===== src/rtl/ipsl_pkg.sv =====
// shared widths, reset values, register indexes and types for the incremental pid speed loop
package ipsl_pkg;

	localparam int DATA_W     = 32;
	localparam int ADDR_W     = 5;
	localparam int REG_IDX_W  = ADDR_W - 2;
	localparam int GAIN_W     = 31;
	localparam int CMD_W      = 32;
	localparam int POS_W      = 32;
	localparam int GOAL_W     = 25;
	localparam int ERR_W      = 34;
	localparam int DIFF_W     = 35;
	localparam int ESUM_W     = 48;
	localparam int ESUM_WIDE_W = ESUM_W + 1;
	localparam int HALF_W     = ESUM_W / 2;
	localparam int PP_W       = HALF_W + GAIN_W;
	localparam int PROD_W     = ESUM_W + GAIN_W;
	localparam int TERM_W     = 62;
	localparam int SUM_W      = 64;
	localparam int TERM_LIMIT_BIT = 60;

	localparam logic [GAIN_W-1:0] GAIN_PROP_RST  = 31'd32212;
	localparam logic [GAIN_W-1:0] GAIN_DERIV_RST = 31'd139586;
	localparam logic [GAIN_W-1:0] GAIN_INTEG_RST = 31'd0;
	localparam logic signed [CMD_W-1:0] CMD_MAX_RST = 32'sd536870912;
	localparam logic signed [CMD_W-1:0] CMD_MIN_RST = -32'sd536870912;

	localparam logic signed [ESUM_W-1:0] ESUM_MAX = {1'b0, {(ESUM_W-1){1'b1}}};
	localparam logic signed [ESUM_W-1:0] ESUM_MIN = {1'b1, {(ESUM_W-1){1'b0}}};
	localparam logic [PROD_W-1:0] TERM_LIMIT = PROD_W'(1) << TERM_LIMIT_BIT;

	localparam logic [REG_IDX_W-1:0] REG_GAIN_PROP  = 3'd0;
	localparam logic [REG_IDX_W-1:0] REG_GAIN_DERIV = 3'd1;
	localparam logic [REG_IDX_W-1:0] REG_GAIN_INTEG = 3'd2;
	localparam logic [REG_IDX_W-1:0] REG_CMD_MAX    = 3'd3;
	localparam logic [REG_IDX_W-1:0] REG_CMD_MIN    = 3'd4;

	typedef struct packed {
		logic mul;
		logic sat;
	} mul_en_t;

endpackage


===== src/rtl/ipsl_term_mul.sv =====
// two-stage saturating signed-by-gain multiplier for one pid term
module ipsl_term_mul
	import ipsl_pkg::*;
(
	input  logic                     clk,
	input  mul_en_t                  en,
	input  logic signed [ESUM_W-1:0] x,
	input  logic        [GAIN_W-1:0] gain,
	output logic signed [TERM_W-1:0] term
);

	logic [ESUM_W-1:0] x_u;
	logic [ESUM_W-1:0] mag;
	logic [PP_W-1:0]   lo_pp_s3;
	logic [PP_W-1:0]   hi_pp_s3;
	logic              neg_s3;
	logic [PROD_W-1:0] prod;
	logic [PROD_W-1:0] prod_sat;
	logic [TERM_W-1:0] tmag;
	logic signed [TERM_W-1:0] term_s4;

	assign x_u = x;
	assign mag = x_u[ESUM_W-1] ? (~x_u + ESUM_W'(1)) : x_u;

	always_ff @(posedge clk) begin
		if (en.mul) begin
			lo_pp_s3 <= PP_W'(mag[HALF_W-1:0]) * PP_W'(gain);
			hi_pp_s3 <= PP_W'(mag[ESUM_W-1:HALF_W]) * PP_W'(gain);
			neg_s3   <= x_u[ESUM_W-1];
		end
	end

	assign prod     = (PROD_W'(hi_pp_s3) << HALF_W) + PROD_W'(lo_pp_s3);
	assign prod_sat = (prod > TERM_LIMIT) ? TERM_LIMIT : prod;
	assign tmag     = prod_sat[TERM_W-1:0];

	always_ff @(posedge clk) begin
		if (en.sat) begin
			term_s4 <= neg_s3 ? (~tmag + TERM_W'(1)) : tmag;
		end
	end

	assign term = term_s4;

endmodule


===== config.mk =====
export PLATFORM = sky130hd
export DESIGN_NAME = ipsl_term_mul
export DESIGN_NICKNAME = d
export VERILOG_FILES = /design/src/rtl/ipsl_pkg.sv /design/src/rtl/ipsl_term_mul.sv
export SDC_FILE = /design/constraint.sdc
export NUM_CORES = 2
export LEC_CHECK = 0
export ABC_AREA = 1
export ABC_CLOCK_PERIOD_IN_PS = 13410
export BUFFER_PORTS_ARGS = -buffer_cell sky130_fd_sc_hd__buf_2
export CORE_ASPECT_RATIO = 0.9
export CORE_MARGIN = 2
export CORE_UTILIZATION = 48
export DETAILED_ROUTE_END_ITERATION = 10
export PLACE_DENSITY_LB_ADDON = 0.25
export SKIP_LAST_GASP = 1
export SYNTH_ARGS = -nofsm -noshare
export SYNTH_HDL_FRONTEND = slang
export SYNTH_SLANG_ARGS = --single-unit

===== constraint.sdc =====
create_clock -name clk -period 13.41 [get_ports clk]
set_clock_uncertainty 0.2 [all_clocks]
set_input_delay 1.341 -clock clk [delete_from_list [all_inputs] [get_ports clk]]
set_output_delay 1.341 -clock clk [all_outputs]
set_load 0.02 [all_outputs]

Word-level counts from Yosys, hierarchy flattened. Cells that the tools add are included. W data, S select, Z words.

Bitwise logic cells: 2. Add/subtract/negate cells: 3. $lt $le $gt $ge: 1. Mux-type cells: 3. $mul: 2.

Operator list (count): $mux W62 (2); $mul A24 B31 Y55 (2); $add A79 B55 Y79 (1); $gt A79 B61 Y1 const B (1); $add A62 B1 Y62 const B (1); $not A62 Y62 (1); $add A48 B1 Y48 const B (1); $mux W48 (1); $not A48 Y48 (1).

Word-level logic and storage cells: 15. Register bits: 173. Input bits: 82. Output and inout port bits: 62.

Longest topological paths before layout.
Word-level depth: 6. Depth in mapped cells: 48. Mapped depth without buffers: 47.

Worst setup path after synthesis. No wires, ideal clock.

Path kind: input to register. Start point: in x[1]. End point: reg hi_pp_s3[52] (data pin). Arrival: 9.471 ns. Slack: 3.477 ns. Path buffers: 1. Data required time: 12.948 ns. Library setup time: 0.262 ns. Stages on the path: 42. Cell sequence: inv_1 > ha_1 > inv_1 > nor2_1 > inv_1 > nor2_1 > inv_1 > nor2_1 > inv_1 > nor3_1 > nand4_1 > nor3_1 > nand3_1 > o31ai_2 > o21ai_0 > xor2_1 > clkbuf_1 > nand2_1 > (+6 left out) > inv_1 > fa_1 > fa_1 > inv_1 > fa_1 > inv_1 > ha_1 > nand2_1 > o21ai_0 > a21oi_1 > o21ai_0 > a21oi_1 > o31ai_1 > and3_1 > nor2_1 > o31ai_1 > a21oi_1 > xor2_1.

Word-level cells in the longest chain between the ends: 4.

RTL lines: start, declared (RTL line ipsl_term_mul.sv:7) `input logic signed [ESUM_W-1:0] x,`; $not A48 Y48 (RTL line ipsl_term_mul.sv:23) `assign mag = x_u[ESUM_W-1] ? (~x_u + ESUM_W'(1)) : x_u;`; $add A48 B1 Y48 (RTL line ipsl_term_mul.sv:23); $mux W48 (RTL line ipsl_term_mul.sv:23); $mul A24 B31 Y55 (RTL line ipsl_term_mul.sv:28) `hi_pp_s3 <= PP_W'(mag[ESUM_W-1:HALF_W]) * PP_W'(gain);`; end signal, assigned (RTL line ipsl_term_mul.sv:28); end, declared (RTL line ipsl_term_mul.sv:15) `logic [PP_W-1:0] hi_pp_s3;`.

Every way passes these cells. A chain may end at the register's enable or synchronous reset.

Worst setup path in the final report.
Start point: in x[0]. End point: reg hi_pp_s3[46] (data pin).

Same word-level chain as after synthesis.

==> key figures <==
Floorplanning
  • Die area: 0.129 mm2
  • Core ar.: 0.125 mm2
  • Cell row count: 123
  • I/O pin count: 144
  • Die Span X: 378 um
  • Initial Util: 48.3%
  • Die height: 340 um

GRT
  • Gr ovfl total: 0
  • All-Layer GR Usage: 33.2%
  • Pin count of the biggest net entering global routing: 79
  • Initial antenna violation count: 4
  • First-pass GRT wire length: 321,000 um
  • Vias in the first global route: 53,200

Logic synthesis
  • Synth top cells by count: inv_1 (1,909), nand2_1 (1,819), fa_1 (1,273)
  • #FFs+latches synth: 173
  • Syn Inst Count: 7,711
  • Synth Cell Area: 0.0603 mm2
  • Synth warn: 0
  • Top post-synthesis cells by area: fa_1 (42%), inv_1 (12%), nand2_1 (11%)
  • Post-synth top area cell: fa_1
  • Synth Flop Type: edfxtp_1
  • EDFF count, synth: 173
  • FFs w/ async S/R, synth: 0%
  • Top-count cell post-synth: inv_1
  • Post-Syn Area per Cell: 7.82 um2
  • Seq/Total Area, Yosys: 8.61%
  • Mapped Nets: 9,461
  • Synth unique cells: 61
  • Synth top area share: 42.2%

Critical path
  • Buf/Inv on CP: 11
  • Worst path depth: 43
  • R2R depth: 22
  • R2r setup slk: 8.01 ns
  • CP delay by family, top: adder cells
  • Critical path class: in -> reg
  • R2R Path End: term[50]
  • CP max stage cell: inv_1
  • Endpoint class of the critical path: register
  • R2r startpoint: lo_pp_s3[24]
  • Crit-path max FO: 16
  • CP startpoint kind: primary input
  • Worst endpoint required time: 13.41 ns
  • Critical path arrival: 11.28 ns
  • CP peak stage delay: 0.73 ns

Routing
  • Routed vias/inst: 5.42
  • Post-DR wirelength/cell: 22.1 um
  • DR pass1 iterations: 8
  • Post-Route WL: 207,000 um
  • 1st-iter DRT viols: 4,740
  • Final ANT Viol Nets: 0
  • # DRC: 0
  • Via Count: 50,800

STA
  • Final period utilization: 84.1%
  • Setup TNS: 0 ns
  • Final setup vio count: 0
  • Slew @ Worst Pin: 1.24 ns
  • Final min period: 11.27 ns
  • Slew HR: 17.6%
  • Max Slew Vio Count: 0
  • Final hold violations: 0
  • Fmax: 0.0887 GHz
  • RSZ-0062 raised after global routing: false

Run
  • Max-capacitance violation count: 0

Clock network
  • Setup Buffers After CTS: 0
  • Number of hold buffers added after CTS: 0
  • CTS tree: yes
  • Clk sinks: 173
  • Maximum buffer depth of the clock tree: 2
  • H-tree levels: 4
  • CTS Root Cell: clkbuf_16
  • # resized after CTS: 0
  • TritonCTS buffer count: 17
  • Clk pin slew, worst setup/hold paths: 0.09 ns
  • Clk_lat worst skew: 0.46 ns

Placement
  • IO buf count: 143
  • GP Congestion: 0.988
  • Hpwl dp: 168,000 um

Min path
  • Hold path start: lo_pp_s3[0]
  • Min-delay worst type: reg -> reg
  • Hold EP: term[0]
  • WHS Path Cells: 2

Cells and area
  • Area grow syn2layout: 5.29%
  • Fin nets: 9,423
  • Core Util, Final: 50.9%
  • Share of layout cells above drive strength 1: 5.01%

Outcome
  • Status: complete, no violations
## metrics by stage
stage / worst slack, ns / cells / hold slack [ns] / instance area [um2]
2_1_floorplan: 3.48 / 7711 / 0.387 / 60300
3_3_place_gp: 1.90 / 9341 / 0.462 / 62900
3_5_place_dp: 1.72 / 9341 / 0.484 / 62900
4_1_cts: 2.20 / 9373 / 0.510 / 63500
5_1_grt: 1.38 / 9373 / 0.565 / 63500
6_report: 2.14 / 9374 / 0.503 / 63500
## worst reg2reg max path, delay by kind of cell (launching register included)
family / cells / cell delay, ns
compound gates: 1 / 0.37
flops: 1 / 0.38
buf+inv: 2 / 0.73
fa+ha+maj: 2 / 0.75
simple gates: 17 / 2.75
## worst max path at each step
stage / from / end
after floorplan: x[1] / hi_pp_s3[52]
after global placement: x[0] / hi_pp_s3[52]
after detailed placement: x[0] / hi_pp_s3[52]
after CTS: x[0] / hi_pp_s3[52]
after global routing: x[0] / hi_pp_s3[52]
final: x[0] / hi_pp_s3[46]
## layout by cell type (no fill, tap or decap), types with 21 or more instances in the layout
cell type     n
a21oi_1     173
nand3b_1     23
inv_1      1908
o41ai_1      30
xnor2_1      61
nand3_1     138
clkinv_1     21
fa_1       1273
nor3_1       42
buf_2       142
xor2_1      108
edfxtp_1    173
or2_2        21
nand4_1      38
o21ai_0      97
nand2_1    1819
buf_4       110
ha_1        395
o21ai_1      23
nor2_1      867
## per-layer routing
metal / vias to the layer above / wire length (um) / track usage (%)
li1: 22400 / - / -
met1: 25400 / 84500 / 45.3
met2: 2471 / 90600 / 51.4
met3: 481 / 21300 / 7.02
met4: 6 / 10600 / 14.1
met5: - / 56 / 0
## layout make-up
| class | instances | area (um2) |
|---|---|---|
| timing repair buffer | 252 | 1540 |
| fill | 12200 | 61300 |
| sequential | 173 | 5190 |
| tap | 1687 | 2110 |
| inverter | 1936 | 7270 |
| antenna | 1 | 2.50 |
| clock inverter | 15 | 228 |
| multi-input combinational | 5293 | 46800 |
| clock buffer | 17 | 425 |
## flip-flops by register name, indices dropped and copies added, names as in the netlist
name and flops:
hi_pp_s3 55, lo_pp_s3 55, neg_s3 1, term 62
## cell families (layout without fill, tap and decap cells)
kind of cell	after synthesis	after routing	synth area share, %
compound gates	420	420	4.16
xor+xnor	183	183	2.67
fa+ha+maj	1668	1668	50.4
buf+inv	2245	2220	14.1
flops	173	173	8.61
other cells	0	1	0
simple gates	3022	3022	20.0
Power is left out: the tool's default activity adds up to more than one toggle a clock period on the data nets, which glitch-free logic cannot reach.
